$ cat config.mk
export PLATFORM = sky130hd
export DESIGN_NAME = scvc_ctrl
export DESIGN_NICKNAME = d
export VERILOG_FILES = /design/src/hdl/scvc_pkg.sv /design/src/hdl/scvc_ctrl.sv
export VERILOG_INCLUDE_DIRS = /design/src /design/src/hdl
export SDC_FILE = /design/constraint.sdc
export NUM_CORES = 1
export LEC_CHECK = 0
export BUFFER_PORTS_ARGS = -buffer_cell sky130_fd_sc_hd__buf_2
export CAP_MARGIN = 20
export CELL_PAD_IN_SITES_DETAIL_PLACEMENT = 1
export CELL_PAD_IN_SITES_GLOBAL_PLACEMENT = 2
export CORE_MARGIN = 2
export CORE_UTILIZATION = 22
export DETAILED_ROUTE_END_ITERATION = 16
export GPL_ROUTABILITY_DRIVEN = 1
export PLACE_DENSITY_LB_ADDON = 0.1
export REMOVE_ABC_BUFFERS = 1
export SLEW_MARGIN = 25
export SYNTH_ARGS = -nofsm -noshare
export SYNTH_HDL_FRONTEND = slang
export SYNTH_SLANG_ARGS = --single-unit
$ cat constraint.sdc
create_clock -name i_clk -period 2.4 [get_ports i_clk]
set_clock_uncertainty 0.05 [all_clocks]
set_input_delay 0.36 -clock i_clk [delete_from_list [all_inputs] [get_ports i_clk]]
set_output_delay 0.36 -clock i_clk [all_outputs]
set_load 0.02 [all_outputs]
$ cat src/hdl/segment_circle_visibility_checker_top_assert.svh
// Assertion macros shared by the segment/circle checker modules.
// Depends on nothing; included inside module bodies.
`ifndef SEGMENT_CIRCLE_VISIBILITY_CHECKER_TOP_ASSERT_SVH
`define SEGMENT_CIRCLE_VISIBILITY_CHECKER_TOP_ASSERT_SVH
// implication checked every clock outside reset
`define SCV_ASSERT_IMP(lbl, clk, rst_n, a, c) \
    lbl: assert property (@(posedge clk) disable iff (!rst_n) (a) |-> (c)) \
        else $error("assertion failed");
// next-cycle implication
`define SCV_ASSERT_NXT(lbl, clk, rst_n, a, c) \
    lbl: assert property (@(posedge clk) disable iff (!rst_n) (a) |=> (c)) \
        else $error("assertion failed");
`endif

$ cat src/hdl/scvc_pkg.sv
// Package for the segment/circle checker: types, constants, codes.
// No dependencies.
package scvc_pkg;
    localparam int MaxObstacles = 64;
    localparam int CoordBits    = 16;
    localparam int IdxBits      = $clog2(MaxObstacles);
    localparam int CntBits      = $clog2(MaxObstacles + 1);
    localparam int SegBits      = 11;

    typedef logic [1:0] t_opcode;
    localparam t_opcode OP_ADD   = 2'd0;
    localparam t_opcode OP_POINT = 2'd1;
    localparam t_opcode OP_SEG   = 2'd2;

    typedef logic [1:0] t_cfg_idx;
    localparam t_cfg_idx CFG_LENGTH = 2'd0;
    localparam t_cfg_idx CFG_WIDTH  = 2'd1;
    localparam t_cfg_idx CFG_RADIUS = 2'd2;
    localparam t_cfg_idx CFG_SEGS   = 2'd3;

    typedef struct packed {
        t_opcode              opcode;
        logic [15:0]          obs_x_frac;
        logic [15:0]          obs_y_frac;
        logic [15:0]          obs_r_frac;
        logic [CoordBits-1:0] ax;
        logic [CoordBits-1:0] ay;
        logic [CoordBits-1:0] bx;
        logic [CoordBits-1:0] by;
    } t_in_word;

    typedef struct packed {
        logic               collides;
        logic               visible;
        logic               status;
        logic [CntBits-1:0] stored_count;
    } t_out_word;

    typedef enum logic [3:0] {
        S_IDLE, S_ADD0, S_ADD1, S_ADD2, S_ADD3, S_SINIT, S_PT, S_DIV,
        S_RD, S_DIST, S_CMP, S_NEXT, S_DONE
    } t_state;

    typedef struct packed {
        logic load;      // capture input word
        logic add_mul;   // step add multiplier (sel by state)
        logic add_wr;    // write table entry
        logic pt_first;  // point opcode: point = A
        logic pt_calc;   // compute sample numerators
        logic div_step;  // one quotient bit
        logic rd;        // read table entry
        logic sq;        // dx^2, dy^2, r^2
        logic cmp;       // sum and compare
        logic obs_inc;   // next obstacle
        logic samp_inc;  // next sample
        logic finish;    // latch result
        logic [1:0] add_sel;
    } t_cmd;

    typedef struct packed {
        t_opcode opcode;
        logic    full;
        logic    empty;
        logic    last_obs;
        logic    hit;
        logic    samp_done;  // no more samples
        logic    div_done;
    } t_sts;
endpackage

$ cat src/hdl/scvc_ctrl.sv
// Controller state machine for the segment/circle checker.
// Depends on scvc_pkg.
module scvc_ctrl (
    input  logic           i_clk,
    input  logic           i_rst_n,
    input  logic           i_in_valid,
    output logic           o_in_ready,
    output logic           o_out_valid,
    input  logic           i_out_ready,
    input  scvc_pkg::t_sts i_sts,
    output scvc_pkg::t_cmd o_cmd
);
    import scvc_pkg::*;
    `include "segment_circle_visibility_checker_top_assert.svh"

    t_state r_state, n_state;
    logic   r_out_valid, n_out_valid;

    always_ff @(posedge i_clk) begin
        if (!i_rst_n) begin
            r_state     <= S_IDLE;
            r_out_valid <= 1'b0;
        end else begin
            r_state     <= n_state;
            r_out_valid <= n_out_valid;
        end
    end

    // result register may hold while next word is taken; finish waits for it
    always_comb begin
        n_state = r_state;
        case (r_state)
            S_IDLE: if (i_in_valid) n_state = S_ADD0;
            S_ADD0: begin
                case (i_sts.opcode)
                    OP_ADD:   n_state = S_ADD1;
                    OP_POINT: n_state = i_sts.empty ? S_DONE : S_RD;
                    OP_SEG:   n_state = S_SINIT;
                    default:  n_state = S_DONE;
                endcase
            end
            S_ADD1:  n_state = S_ADD2;
            S_ADD2:  n_state = S_ADD3;
            S_ADD3:  n_state = S_DONE;
            S_SINIT: n_state = (i_sts.samp_done || i_sts.empty) ? S_DONE : S_PT;
            S_PT:    n_state = S_DIV;
            S_DIV:   if (i_sts.div_done) n_state = S_RD;
            S_RD:    n_state = S_DIST;
            S_DIST:  n_state = S_CMP;
            S_CMP:   n_state = S_NEXT;
            S_NEXT: begin
                if (i_sts.hit) n_state = S_DONE;
                else if (!i_sts.last_obs) n_state = S_RD;
                // sample index steps here; SINIT checks it against the count
                else if (i_sts.opcode == OP_SEG) n_state = S_SINIT;
                else n_state = S_DONE;
            end
            S_DONE:  if (!r_out_valid || i_out_ready) n_state = S_IDLE;
            default: n_state = S_IDLE;
        endcase
    end

    always_comb begin
        o_cmd       = '0;
        o_in_ready  = (r_state == S_IDLE);
        o_cmd.load  = (r_state == S_IDLE) && i_in_valid;
        o_out_valid = r_out_valid;
        n_out_valid = r_out_valid && !i_out_ready;
        case (r_state)
            S_ADD0: begin
                o_cmd.add_mul  = 1'b1;
                o_cmd.add_sel  = 2'd0;
                o_cmd.pt_first = 1'b1;
            end
            S_ADD1: begin o_cmd.add_mul = 1'b1; o_cmd.add_sel = 2'd1; end
            S_ADD2: begin o_cmd.add_mul = 1'b1; o_cmd.add_sel = 2'd2; end
            S_ADD3:  o_cmd.add_wr   = !i_sts.full;
            S_PT:    o_cmd.pt_calc  = 1'b1;
            S_DIV:   o_cmd.div_step = 1'b1;
            S_RD:    o_cmd.rd       = 1'b1;
            S_DIST:  o_cmd.sq       = 1'b1;
            S_CMP:   o_cmd.cmp      = 1'b1;
            S_NEXT: begin
                o_cmd.obs_inc  = 1'b1;
                o_cmd.samp_inc = i_sts.last_obs;
            end
            S_DONE: begin
                if (!r_out_valid || i_out_ready) begin
                    o_cmd.finish = 1'b1;
                    n_out_valid  = 1'b1;
                end
            end
            default: ;
        endcase
    end

    `SCV_ASSERT_IMP(a_load_idle, i_clk, i_rst_n, o_cmd.load, r_state == S_IDLE)
    `SCV_ASSERT_NXT(a_finish_valid, i_clk, i_rst_n, o_cmd.finish, o_out_valid)
    `SCV_ASSERT_IMP(a_no_overwrite, i_clk, i_rst_n, o_cmd.finish && r_out_valid,
        i_out_ready)
endmodule

After elaboration in Yosys (flattened, before gate mapping)
Cells that the tools add are included.
W data, S select, Z words.
{"block": "word_totals", "register_bits": 5, "input_bits": 12, "out_inout_bits": 16}
{"block": "op_classes", "n_eq_ne": 17, "n_mux": 24, "n_reduce_logical": 11}
{"op": "$pmux W4 S13", "n": 1}
{"op": "$mux W4", "n": 7}
{"op": "$eq A4 B4 Y1 const B", "n": 5}
{"op": "$eq A4 B3 Y1 const B", "n": 4}
{"op": "$mux W1", "n": 12}
{"op": "$pmux W4 S3", "n": 1}
{"op": "$eq A4 B2 Y1 const B", "n": 2}
{"op": "$ne A2 B2 Y1 const B", "n": 3}
{"op": "$eq A4 B1 Y1 const B", "n": 1}
{"op": "$logic_not A4 Y1", "n": 1}
{"op": "$pmux W2 S2", "n": 1}
{"op": "$logic_not A1 Y1", "n": 3}
{"op": "$mux W3", "n": 1}
{"op": "$reduce_and A3 Y1", "n": 1}
{"op": "$reduce_or A3 Y1", "n": 1}
{"op": "$eq A2 B1 Y1 const B", "n": 1}
{"op": "$eq A2 B2 Y1 const B", "n": 1}
{"op": "$logic_and A1 B1 Y1", "n": 2}
{"op": "$logic_not A2 Y1", "n": 1}
{"op": "$logic_or A1 B1 Y1", "n": 2}
{"op": "$mux W2", "n": 1}

Longest topological paths before layout
{"block": "depth", "ltp_word": 5, "depth_mapped": 6}

Worst setup path after synthesis
Ideal clock, no wire load.
{"block": "synth_path", "path_kind": "reg2out", "start": "register r_state[0]", "end": "output port o_cmd[13] in the netlist's numbering", "arrival_time_ns": 1.502, "t_required_ns": 1.990, "slack_ns": 0.488, "path_stages_with_launch": 3, "n_path_buf": 0, "cell_sequence": "dfxtp_1 > nor4_1 > and2_1"}
{"item": "from (decl)", "line_no": "scvc_ctrl.sv:16", "rtl": "t_state r_state, n_state;"}
{"item": "from (signal assigned)", "line_no": "scvc_ctrl.sv:24", "rtl": "r_state <= n_state;"}
{"item": "to (decl)", "line_no": "scvc_ctrl.sv:11", "rtl": "output scvc_pkg::t_cmd o_cmd"}

==> out/qor.yml <==
cp.depth: 4
cts-root-buf: "clkbuf_4"
worstPathCellList: "nand2b_2, nor2_1, and2_1, buf_2"
crit_arrival_ps: 1640
finalHoldViolations: 0
wl_um: 1740
grt_usage_pct: 13.2
rows: 17
cts_hold_buffers: 0
overflow: 0
die_x_um: 52.1
power_density_nw_per_um2: 850
tightest_slew_ps: 547
start_util_pct: 23.2
ys_types: 30
setup_viol: 0
layout_min_cycle_time_ps: 2050
max_cap_viol_count: 0
p_leak_nw: 0.289
postSynthAreaPerCell_um2: 6.98
clockBufferDepth: 2
setup_tns_ps: 0
clk_pin_slew_ps: 40
fin_crit_sh_pct: 85.5
dp_hpwl_um: 1350
synth_seq_cells: 5
netlist_instances: 73
status: "finished, final reports clean"
drive_above_1_share_pct: 34.0
clk_latency_ps: 240
cp-start-kind: "register"
drv_slew: 0
ir_worst_vdd_v: 0.000319
cp-startpoint: "r_state[0]"
post-route-util_pct: 31.1
end_kind: "output pin"
gp_congestion: 0.696
io_pins: 28
htree_levels: 1
core_area_um2: 2190
first_iter_violations: 6
hold-path-cell-count: 2
synth_edf_count: 0
fill_cells: 292
cts_resized: 0
synth_warnings: 0
grt_pass1_vias: 549
layout_setup_ws_ps: 347
fin_nets: 113
fmax_ghz: 0.487
min_path_type: "in2reg"
antenna-diode-count: 0
grt_max_degree: 19
relSlewSlack_pct: 63.5
slowest_stage: "dfxtp_1"
die_h_um: 52.1
design.die.area_um2: 2720
reg2reg_slack_ps: 590
drt-vias-per-instance: 4.97
grt_antenna_before_repair: 0
wl_per_cell_um: 13.6
critPathMaxStageDelay_ps: 660
syn2layout_area_growth_pct: 33.9
crit-reg2reg-launch: "r_state[0]"
critPathTopFamily: "flip-flops"
worstSetupPathType: "reg2out"
syn-cell-area_um2: 509
ys.flop_type: "dfxtp_1"
vias: 636
cts_tree: "done"
whs_ps: 301
place_worst_setup_slack_ps: 558
io_buffers: 27
cts_inserted_buffers: 3
timing.rr.end: "r_state[0]"
crit_fanout: 17
rsz0062_at_grt: "false"
grt_pass1_wl_um: 2640
cts_setup_buffers: 0
clock-sinks: 5
postRouteAntennaNets: 0
async_reset_ff_share_pct: 0
cp.required_ps: 1990
design_area_um2: 682
cp-endpoint: "o_cmd[3]"
cp.buffers_inverters: 1
dr.pass1.iters: 3
r2r.worst_path.cells: 4
place_area_um2: 656
route.detailed.drc: 0
seq_area_frac_synth_pct: 19.7
==> flip-flops by register name (all words and copies together), names as in the netlist <==
signal and cells:
r_state 4, o_out_valid 1
==> layout by cell type, fill, tap and decap left out, types with 3 or more instances in the layout <==
cell	synthesis	final
nor2_1	12	12
o21bai_1	3	3
dfxtp_1	5	5
nor4_1	3	3
o21ai_0	4	4
nand2_1	4	4
nor3_1	8	8
buf_2	4	27
clkbuf_4	0	3
nor2b_1	4	4
==> worst min path at each step <==
| stage | startpoint | end | slack (ps) |
|---|---|---|---|
| 2_1_floorplan | i_rst_n | r_state[0] | 440 |
| 4_1_cts | i_rst_n | r_state[0] | 300 |
| 6_report | i_rst_n | r_state[0] | 300 |
| 5_1_grt | i_rst_n | r_state[0] | 310 |
| 3_3_place_gp | i_rst_n | r_state[0] | 550 |
| 3_5_place_dp | i_rst_n | r_state[0] | 550 |
==> layer usage <==
metal | share of wire, % | vias up | track usage [%]
li1 | - | 321 | -
met3 | 4.6 | 0 | 3.45
met4 | 0 | 0 | 1.32
met5 | 0 | - | 0
met1 | 45 | 302 | 16.3
met2 | 50 | 13 | 23.4
==> layout make-up <==
| class | instances | area [um^2] | share of cell area, % |
|---|---|---|---|
| inverter | 1 | 3.75 | 0.550 |
| sequential | 5 | 100 | 14.7 |
| clock buffer | 4 | 26.3 | 3.85 |
| timing repair buffer | 28 | 143 | 20.9 |
| multi-input combinational | 62 | 374 | 54.9 |
| tap | 28 | 35.0 | 5.14 |
==> power breakdown <==
group	total [mW]	switching [mW]	internal (mW)	leakage [nW]
logic	0.308	0.176	0.133	0.233
registers	0.172	0.0695	0.102	0.0409
clock network	0.0999	0.0369	0.0630	0.0150
total	0.580	0.282	0.298	0.289
==> cells in the mapped netlist, types with 2 or more instances <==
library cell  instances  area share (%)
nor3_1                8             7.9
and2_1                2             2.5
nand2_1               4             2.9
o21ai_0               4             3.9
nand2b_1              2             2.5
dfxtp_1               5              20
o21bai_1              3             4.4
buf_2                 4             3.9
a31oi_1               2             2.5
a21oi_1               2             2.0
nor4_1                3             3.7
nor2_1               12             8.8
nand4bb_1             2             4.4
nor2b_1               4             4.9
==> stage by stage <==
| step | total power [mW] | instances |
|---|---|---|
| 2_1_floorplan | 0.368 | 68 |
| 3_3_place_gp | 0.488 | 124 |
| 3_5_place_dp | 0.486 | 124 |
| 4_1_cts | 0.590 | 128 |
| 5_1_grt | 0.629 | 128 |
| 6_report | 0.580 | 128 |
==> cells by family after synthesis <==
group	count (synthesis)	synth area share, %
simple gates	43	47.7
compound gates	19	25.8
buf+inv	6	6.88
flops	5	19.7
==> worst register-to-register path, cell delays in order, from the launching register on <==
cell      delay (ps)
dfxtp_1          660
nand2b_2         220
or4b_1           500
a21oi_1          170
o31a_1           150
Power figures use the tool's default switching activity.
